File: config.mk
export PLATFORM = sky130hd
export DESIGN_NAME = pidp_update
export DESIGN_NICKNAME = d
export VERILOG_FILES = /design/src/sv/pidp_pkg.sv /design/src/sv/pidp_update.sv
export SDC_FILE = /design/constraint.sdc
export NUM_CORES = 2
export LEC_CHECK = 0
export BUFFER_PORTS_ARGS = -buffer_cell sky130_fd_sc_hd__buf_2
export CAP_MARGIN = 20
export CORE_ASPECT_RATIO = 2
export CORE_MARGIN = 8
export CORE_UTILIZATION = 40
export CTS_BUF_LIST = sky130_fd_sc_hd__clkbuf_8
export CTS_CLUSTER_SIZE = 16
export DETAILED_ROUTE_END_ITERATION = 8
export HOLD_SLACK_MARGIN = 0.06
export PLACE_DENSITY = 0.64
export SETUP_SLACK_MARGIN = 0.1
export SLEW_MARGIN = 20
export SYNTH_ARGS = -nofsm -noshare
export SYNTH_HDL_FRONTEND = slang
export SYNTH_SLANG_ARGS = --single-unit
File: constraint.sdc
create_clock -name clk -period 19.5 [get_ports clk]
set_input_delay 3.9 -clock clk [delete_from_list [all_inputs] [get_ports clk]]
set_output_delay 3.9 -clock clk [all_outputs]
set_load 0.03 [all_outputs]
File: src/sv/pidp_pkg.sv
package pidp_pkg;

  typedef enum logic [2:0] {
    CFG_TARGET     = 3'd0,
    CFG_GAIN_P     = 3'd1,
    CFG_GAIN_I     = 3'd2,
    CFG_GAIN_D     = 3'd3,
    CFG_SETTLE_ERR = 3'd4,
    CFG_SETTLE_RT  = 3'd5,
    CFG_INT_LIMIT  = 3'd6,
    CFG_MODE       = 3'd7
  } cfg_idx_t;

  localparam logic [15:0] GAIN_P_RST     = 16'd614;
  localparam logic [15:0] GAIN_I_RST     = 16'd70;
  localparam logic [15:0] GAIN_D_RST     = 16'd5120;
  localparam logic [15:0] SETTLE_ERR_RST = 16'd383;
  localparam logic [15:0] SETTLE_RT_RST  = 16'd4;
  localparam logic [6:0]  INT_LIMIT_RST  = 7'd46;

  localparam int unsigned FRAC_SHIFT = 19;

  localparam logic signed [39:0] INTEG_MAX = {1'b0, {39{1'b1}}};
  localparam logic signed [39:0] INTEG_MIN = {1'b1, {39{1'b0}}};

  typedef struct packed {
    logic [23:0] target_position;
    logic [15:0] gain_p;
    logic [15:0] gain_i;
    logic [15:0] gain_d;
    logic [15:0] settle_error;
    logic [15:0] settle_rate;
    logic [6:0]  integral_limit;
    logic [1:0]  mode;
  } cfg_t;

  typedef struct packed {
    logic [24:0] err;
    logic [25:0] deriv;
    logic [39:0] integ;
  } stage1_t;

  typedef struct packed {
    logic [41:0] prod_p;
    logic [42:0] prod_d;
    logic [56:0] prod_i;
    logic [24:0] err;
    logic        done;
  } stage2_t;

endpackage

File: src/sv/pidp_update.sv
module pidp_update (
  input  logic              clk,
  input  logic              rst,
  input  logic              en,
  input  logic              start_req,
  input  logic [23:0]       measured,
  input  pidp_pkg::cfg_t    cfg,
  output pidp_pkg::stage1_t s1
);

  logic signed [39:0] integ;
  logic signed [24:0] prev_err;

  logic signed [24:0] err;
  logic signed [25:0] deriv;
  logic signed [39:0] base;
  logic signed [40:0] acc;
  logic signed [39:0] integ_sat;
  logic signed [39:0] integ_sr;
  logic signed [56:0] clamp_prod;
  logic signed [56:0] clamp_lim;
  logic signed [39:0] integ_next;
  logic               sign_flip;

  always_comb begin
    err   = $signed({cfg.target_position[23], cfg.target_position})
          - $signed({measured[23], measured});
    deriv = $signed({err[24], err}) - $signed({prev_err[24], prev_err});
    base  = start_req ? '0 : integ;
    acc   = $signed({base[39], base}) + $signed({{16{err[24]}}, err});
    if (acc[40] != acc[39]) begin
      integ_sat = acc[40] ? pidp_pkg::INTEG_MIN : pidp_pkg::INTEG_MAX;
    end else begin
      integ_sat = acc[39:0];
    end
    sign_flip = ((err < 0) && (prev_err > 0)) || ((err > 0) && (prev_err < 0));
    integ_sr  = (cfg.mode[0] && sign_flip) ? '0 : integ_sat;
    clamp_prod = integ_sr * $signed({1'b0, cfg.gain_i});
    clamp_lim  = $signed({31'b0, cfg.integral_limit, 19'b0});
    if (clamp_prod > clamp_lim) begin
      integ_next = $signed({26'b0, cfg.integral_limit, 7'b0});
    end else begin
      integ_next = integ_sr;
    end
  end

  always_ff @(posedge clk) begin
    if (rst) begin
      integ    <= '0;
      prev_err <= '0;
    end else if (en) begin
      integ    <= integ_next;
      prev_err <= err;
    end
  end

  always_ff @(posedge clk) begin
    if (en) begin
      s1.err   <= err;
      s1.deriv <= deriv;
      s1.integ <= integ_next;
    end
  end

endmodule

==> run metrics <==
Post-DP HPWL 83500 µm; Total GRT Usage 0.217; Max Freq roughly 54 MHz; initial antenna violation count 2; Die Y between 400 and 500 µm; crit path max fanout 14; Fill cells ~8400; clock buffer depth 2; Via Count roughly 28000; Mapped Area 33800 µm²; largest net degree at the start of global routing a little under 80; Final Slew Violations 0; Yosys cell types 94; area of the multi-input gates ~26000 µm²; Slew headroom 0.204; Worst path most repeated cell fa_1; Setup TNS 0 ps; first-pass GRT wire length roughly 160000 µm; H-tree levels 4; net count after synthesis approximately 5000; register area share after synthesis 0.119; slowest CP cell fa_1; row count 151; drt first pass iters 7; outcome complete, no violations; Remaining Overflow, GRT 0; Setup crit end kind flop; CTS Hold Buffers Added 0; Area contributors post-synth fa_1 36%, inv_1 9.4%, ha_1 8.2%; total clock buffers created by CTS 17; Worst-Skew Late Latency 500 ps; R2R setup slack roughly 5400 ps; clock slew at reported path FFs approximately 100 ps; Synth top area share 0.358; #FFs+latches synth around 160; layout cells sized above 1 0.0878; worst reg-to-reg path cell count 54; Post-Synthesis Cells 3948; Detail Route Antenna Nets 0; Most used DFF post-synth edfxtp_1; unrepaired setup endpoints after global routing false; Critical Path Max Stage Delay around 580 ps; EDFF count, synth just over 90; Worst Path Arrival 18910 ps; routability congestion estimate approximately 0.92; Least-Margin Pin Slew 1190 ps; Fin. Hold Viols 0; CTS tree built; max-cap viol count 0; DRC 0; minimum clock period between 15000 and 20000 ps; hold crit path type reg2reg; post-synthesis area per instance 8.57 µm²; Setup violations, final 0; NumNets Final approximately 5000; drt total wl just over 100000 µm; die area between 90000 and 100000 µm²; # port buffers 166; WL per Instance 19.8 µm; Worst setup SP type primary input; die width about 220 µm; Final period util 0.957; skew final approximately 42 ps; Initial Util 0.401; Root Buffer clkbuf_8; sequential cell area between 4000 and 5000 µm²; Ys Warns 0; First DRT Iteration DRCs 1811; io pins approximately 230; area delta synth->final 7.61%; hold depth 2; WS Path Type in2reg; WP data required 19740 ps; Vias per Instance 5.36; Worst Hold Endpoint integ[17]; Placeable Area 84300 µm²; Critical R2R Capture s1[13]; cell taking the most area after synthesis fa_1; Commonest cells post-synth 843 x inv_1, 604 x fa_1, 534 x nand2_1; Reg-to-Reg Start integ[0]; most used standard cell by instance count after synthesis inv_1; vias in the first global route between 20000 and 30000; FFs w/ async S/R, synth 0; clock sink count ~160; hold_sp integ[17]
per-layer routing:
metal / routed length, µm / global-route usage / part of all wire / up-vias
met1: 41100 / 0.267 / 0.40 / 13800
met4: 5450 / 0.0976 / 0.054 / 0
met5: 0 / 0 / 0 / -
met3: 6420 / 0.0335 / 0.063 / 219
met2: 48600 / 0.372 / 0.48 / 920
li1: - / - / - / 12600
worst max path at each step:
stage                      startpoint     end  slack, ps
after global routing      measured[3]  s1[13]        130
after floorplan               cfg[89]  s1[10]       1760
after detailed placement      cfg[89]  s1[13]        260
after CTS                     cfg[89]  s1[13]        630
after global placement    measured[3]  s1[12]        270
final                     measured[0]  s1[13]        830
worst max-delay path, delay by kind of cell:
family          cells  cell delay (ps)
compound gates     18             5090
fa+ha+maj          11             4800
simple gates       18             3670
buf+inv             8              920
mux                 1              370
xor+xnor            1               90
layout make-up:
| type | count | area share |
|---|---|---|
| Multi-Input combinational cell | 2767 | 0.711 |
| Sequential cell | 156 | 0.111 |
| Inverter | 844 | 0.0871 |
| Timing Repair Buffer | 268 | 0.0444 |
| Tap cell | 1071 | 0.0368 |
| Clock buffer | 17 | 0.00643 |
| Clock inverter | 15 | 0.00323 |
| Antenna cell | 3 | 0.000206 |
cell usage in the layout (no fill, tap or decap), drive strengths merged, types with 44 or more instances in the layout:
cell type  instances
a21oi            134
a21o              44
xnor2             75
inv              849
nor2b             57
o21a              51
nor2             268
dfxtp             65
nand2            537
fa               604
ha               221
buf              268
o21ai            127
and2             141
edfxtp            91
flip-flops by register name, summed over array words and instances (netlist names):
register  cells
integ        40
prev_err     25
s1           91
cells by family after synthesis:
kind of cell    synth area share
compound gates             0.120
simple gates               0.164
xor+xnor                  0.0279
buf+inv                    0.118
flops                      0.119
mux                       0.0107
fa+ha+maj                  0.440
repair_timing:
item                                    4_1_cts  5_1_grt
setup buffers                                 0        0
resized for setup                             0        9
endpoints found under the setup margin        0       78
through the flow:
stage | setup WS (ps) | instance area (µm²) | hold slack, ps | utilization | std cells
finish | 834 | 36400 | 487 | 0.432 | 5141
global placement | 272 | 36000 | 471 | 0.427 | 5105
detailed placement | 262 | 36000 | 472 | 0.427 | 5105
CTS | 631 | 36300 | 490 | 0.431 | 5137
global route | 128 | 36400 | 502 | 0.432 | 5138
floorplan | 1760 | 33800 | 458 | - | 3948
Power is not shown: default switching activity piles up to over one toggle a cycle in this logic, so the estimate is an artifact.
