<file path="src/sv/pidp_pkg.sv">
package pidp_pkg;

  typedef enum logic [2:0] {
    CFG_TARGET     = 3'd0,
    CFG_GAIN_P     = 3'd1,
    CFG_GAIN_I     = 3'd2,
    CFG_GAIN_D     = 3'd3,
    CFG_SETTLE_ERR = 3'd4,
    CFG_SETTLE_RT  = 3'd5,
    CFG_INT_LIMIT  = 3'd6,
    CFG_MODE       = 3'd7
  } cfg_idx_t;

  localparam logic [15:0] GAIN_P_RST     = 16'd614;
  localparam logic [15:0] GAIN_I_RST     = 16'd70;
  localparam logic [15:0] GAIN_D_RST     = 16'd5120;
  localparam logic [15:0] SETTLE_ERR_RST = 16'd383;
  localparam logic [15:0] SETTLE_RT_RST  = 16'd4;
  localparam logic [6:0]  INT_LIMIT_RST  = 7'd46;

  localparam int unsigned FRAC_SHIFT = 19;

  localparam logic signed [39:0] INTEG_MAX = {1'b0, {39{1'b1}}};
  localparam logic signed [39:0] INTEG_MIN = {1'b1, {39{1'b0}}};

  typedef struct packed {
    logic [23:0] target_position;
    logic [15:0] gain_p;
    logic [15:0] gain_i;
    logic [15:0] gain_d;
    logic [15:0] settle_error;
    logic [15:0] settle_rate;
    logic [6:0]  integral_limit;
    logic [1:0]  mode;
  } cfg_t;

  typedef struct packed {
    logic [24:0] err;
    logic [25:0] deriv;
    logic [39:0] integ;
  } stage1_t;

  typedef struct packed {
    logic [41:0] prod_p;
    logic [42:0] prod_d;
    logic [56:0] prod_i;
    logic [24:0] err;
    logic        done;
  } stage2_t;

endpackage

</file>
<file path="src/sv/pidp_out.sv">
module pidp_out (
  input  logic              clk,
  input  logic              en,
  input  logic              turn,
  input  pidp_pkg::stage2_t s2,
  output logic [7:0]        drive,
  output logic              done_res,
  output logic [24:0]       error_now
);

  logic signed [57:0] sum;
  logic signed [57:0] bias;
  logic signed [57:0] sum_adj;
  logic signed [38:0] quot;
  logic signed [7:0]  drv_sat;
  logic signed [7:0]  drv_next;

  always_comb begin
    sum = $signed({{16{s2.prod_p[41]}}, s2.prod_p})
        + $signed({{15{s2.prod_d[42]}}, s2.prod_d})
        + $signed({s2.prod_i[56], s2.prod_i});
    bias    = $signed({39'b0, {pidp_pkg::FRAC_SHIFT{sum[57]}}});
    sum_adj = sum + bias;
    quot    = sum_adj[57:pidp_pkg::FRAC_SHIFT];
    if (quot > 39'sd127) begin
      drv_sat = 8'sd127;
    end else if (quot < -39'sd127) begin
      drv_sat = -8'sd127;
    end else begin
      drv_sat = quot[7:0];
    end
    drv_next = turn ? (8'sd0 - drv_sat) : drv_sat;
  end

  always_ff @(posedge clk) begin
    if (en) begin
      drive     <= drv_next;
      done_res  <= s2.done;
      error_now <= s2.err;
    end
  end

endmodule

</file>
<file path="config.mk">
export PLATFORM = sky130hd
export DESIGN_NAME = pidp_out
export DESIGN_NICKNAME = d
export VERILOG_FILES = /design/src/sv/pidp_pkg.sv /design/src/sv/pidp_out.sv
export SDC_FILE = /design/constraint.sdc
export NUM_CORES = 1
export LEC_CHECK = 0
export BUFFER_PORTS_ARGS = -buffer_cell sky130_fd_sc_hd__buf_2
export CAP_MARGIN = 10
export CORE_MARGIN = 5
export CORE_UTILIZATION = 40
export CTS_BUF_LIST = sky130_fd_sc_hd__clkbuf_8
export DETAILED_ROUTE_END_ITERATION = 10
export GPL_TIMING_DRIVEN = 0
export SETUP_SLACK_MARGIN = 0.1
export SLEW_MARGIN = 20
export SYNTH_ARGS = -nofsm -noshare
export SYNTH_HDL_FRONTEND = slang
export SYNTH_SLANG_ARGS = --single-unit
</file>
<file path="constraint.sdc">
create_clock -name clk -period 8.8 [get_ports clk]
set_input_delay 0.44 -clock clk [delete_from_list [all_inputs] [get_ports clk]]
set_output_delay 0.44 -clock clk [all_outputs]
set_load 0.01 [all_outputs]
</file>
==> metrics.md <==
| Metric | Value |
|---|---|
| Outcome | `finished clean` |
| Count of buffers inserted at the top-level ports | `204` |
| Critical Path Start Type | `input port` |
| Number of max-cap violations | `0` |
| Number of clock sinks | `34` |
| Sort of element at the end of the critical path | `flip-flop` |
| Mapped cell area | `8490 um2` |
| Total global routing overflow | `0` |
| Drt via density | `5.80` |
| Category of cells accounting for the largest share of critical-path delay | `simple AND/OR/NAND/NOR gates` |
| Synthesis-to-layout area growth | `21.1%` |
| Antenna violations before repair | `0` |
| Standard-cell row count | `53` |
| LEAKAGE | `0.00428 uW` |
| Overall global routing resource usage | `0.217` |
| Filler Cells Inserted | `~2200` |
| Placed Cells incl. Taps | `1540` |
| Final Max Tran Viols | `0` |
| Data required time of the critical path | `8800 ps` |
| Number of cells traversed by the worst hold path | `1` |
| Number of global-route vias before repair | `8716` |
| Largest net degree at the start of global routing | `35` |
| Setup tns final | `0 ps` |
| Number of H-tree branching levels | `2` |
| Synthesis Warnings | `0` |
| Max Root-Sink Buffers | `2` |
| Worst path max stage delay | `550 ps` |
| Post-synthesis sequential element count | `34` |
| Worst Tran Pin Value | `1000 ps` |
| Number of enable-type register cells in the synthesized netlist | `34` |
| Number of buffers added by the clock tree synthesis step | `5` |
| Count of antenna-violating nets left after detailed routing | `0` |
| Synthesized netlist net count | `1358` |
| Ratio of cells with drive above 1 in the final layout | `0.238` |
| Width of the chip | `156 um` |
| Average wire per cell in the routed design | `17.4 um` |
| End point of the worst hold path | `error_now[21]` |
| Power density over the cells | `186 nW/um2` |
| Max Fanout on Critical Path | `15` |
| Syn Inst Count | `1060` |
| Post-synth top flop | `sky130_fd_sc_hd__edfxtp_1` |
| Initial cell density of the core | `0.405` |
| Min cycle time layout | `8290 ps` |
| Ys async rst share | `0` |
| Unrepaired setup endpoints after global routing | `no` |
| Synth Area per Inst | `8.01 um2` |
| Number of buffers and inverters on the critical path | `2` |
| Clock Pin Slew Worst Setup and Hold Paths | `around 70 ps` |
| Setup-failing EPs final | `0` |
| I/O pin cnt | `205` |
| Slew headroom | `0.327` |
| Worst hold start | `s2[22]` |
| Yosys cell types | `between 90 and 100` |
| Global-route wire length before repair | `43.7 mm` |
| Hold Vio Cnt, Final | `0` |
| Final worst path period share | `0.942` |
| Overall die area | `24200 um2` |
| Die span in y | `156 um` |
| Total core area | `21000 um2` |
| Max IR drop VDD | `0.0000692 V` |
| Layout Nets | `1585` |
| Type of the most critical hold path | `in -> reg` |
| Total detailed-routing wirelength | `27.3 mm` |
| Non-filler instance count after layout | `around 1600` |
| Hold buffer count at cts | `0` |
| Diode insertion count for antenna repair | `0` |
| HPWL after detailed placement | `23.2 mm` |
| Sequential cell area fraction in the yosys report | `0.120` |
| Clock tree from TritonCTS | `yes` |
| Highest-delay cell along the critical path | `sky130_fd_sc_hd__or4_4` |
| Placer congestion estimate | `around 0.94` |
| Number of remaining DRC errors | `0` |
| Top achievable clock speed | `between 100 and 150 MHz` |
| Starting DRT DRC Count | `628` |
| First-pass DRT Iterations | `5` |
| Critical path type | `in -> reg` |
| WP data arrival | `8300 ps` |
| Vias after detailed routing | `9071` |
| Clock root buffer master | `sky130_fd_sc_hd__clkbuf_8` |
==> layer usage <==
layer | track usage | share of wire
met1 | 0.299 | 0.45
met2 | 0.370 | 0.47
met3 | 0.0275 | 0.064
met4 | 0.0371 | 0.014
met5 | 0 | 0
==> cell type report <==
type | count | area, um2 | area share
timing repair buffer | 222 | 1170 | 0.114
multi-input combinational | 960 | 7330 | 0.713
tap | 275 | 344 | 0.0335
sequential | 34 | 1020 | 0.0994
buffer | 38 | 208 | 0.0202
clock inverter | 3 | 37.5 | 0.00365
inverter | 26 | 97.6 | 0.00950
clock buffer | 5 | 68.8 | 0.00670
==> per-stage QoR <==
stage                     worst slack, ps  area (um2)  hold WS, ps   util  power, uW
after detailed placement            -1460        9860          619  0.471       1700
final                                 508       10300          329  0.490       1910
after floorplan                       661        8490          539      -       1300
after CTS                             150       10000          318  0.479       1860
after global placement              -1560        9850          617  0.470       1690
after global routing                 69.2       10300          316  0.490       2100
==> cell families (layout without fill, tap and decap cells) <==
logic type | Yosys count | after routing | synth area share
flip-flops | 34 | 34 | 0.120
AO/OA/AOI/OAI | 323 | 323 | 0.256
multiplexers | 10 | 10 | 0.0119
adder cells (fa/ha/maj) | 127 | 127 | 0.239
XOR/XNOR | 64 | 64 | 0.0660
AND/OR/NAND/NOR | 436 | 436 | 0.270
buffers and inverters | 66 | 294 | 0.0364
==> cell usage after synthesis, types with 13 or more instances <==
master | number | area, um2
sky130_fd_sc_hd__nand2_1 | 111 | 417
sky130_fd_sc_hd__nor2_1 | 92 | 345
sky130_fd_sc_hd__a21oi_1 | 85 | 425
sky130_fd_sc_hd__ha_1 | 69 | 863
sky130_fd_sc_hd__o21ai_0 | 65 | 325
sky130_fd_sc_hd__fa_1 | 58 | 1160
sky130_fd_sc_hd__nand4_1 | 42 | 263
sky130_fd_sc_hd__xnor2_1 | 41 | 359
sky130_fd_sc_hd__nand3_1 | 36 | 180
sky130_fd_sc_hd__edfxtp_1 | 34 | 1020
sky130_fd_sc_hd__nor3_1 | 32 | 160
sky130_fd_sc_hd__a21o_1 | 29 | 218
sky130_fd_sc_hd__inv_1 | 26 | 97.6
sky130_fd_sc_hd__xor2_1 | 23 | 201
sky130_fd_sc_hd__clkbuf_1 | 22 | 82.6
sky130_fd_sc_hd__and3_1 | 18 | 113
sky130_fd_sc_hd__and4_1 | 17 | 149
sky130_fd_sc_hd__o211ai_1 | 17 | 128
sky130_fd_sc_hd__o21a_1 | 14 | 105
sky130_fd_sc_hd__nor4_1 | 13 | 81.3
==> report_power, final <==
part           leakage [uW]  switching [uW]  internal, uW
clock network     0.0000607            51.4          82.3
logic               0.00388             974           591
registers          0.000333            5.61           207
total               0.00428            1030           881
==> registers in the layout (all words and copies together), names as in the netlist <==
| register | cells |
|---|---|
| drive | 8 |
| done_res | 1 |
| error_now | 25 |
==> worst max-delay path by stage <==
| stage | startpoint | to | cells past startpoint |
|---|---|---|---|
| 2_1_floorplan | s2[27] | drive[4] | 32 |
| 3_3_place_gp | s2[63] | drive[4] | 35 |
| 3_5_place_dp | s2[63] | drive[4] | 35 |
| 4_1_cts | s2[167] | drive[4] | 34 |
| 5_1_grt | s2[50] | drive[4] | 34 |
| 6_report | s2[27] | drive[4] | 35 |
==> layout by cell type, fill, tap and decap left out, drive strengths merged, types with 34 or more instances in the layout <==
cell type / count
ha: 69
xnor2: 41
nand4: 43
nor2: 93
edfxtp: 34
fa: 58
nand3: 36
o21ai: 78
buf: 240
a21oi: 94
nand2: 112
nor3: 34
==> what timing repair did <==
action | CTS | global route
gates resized for setup | 17 | 26
pin swaps | 1 | 14
endpoints found under the setup margin | 7 | 4
buffers inserted | 1 | 16
(Power assumes the default switching activity.)
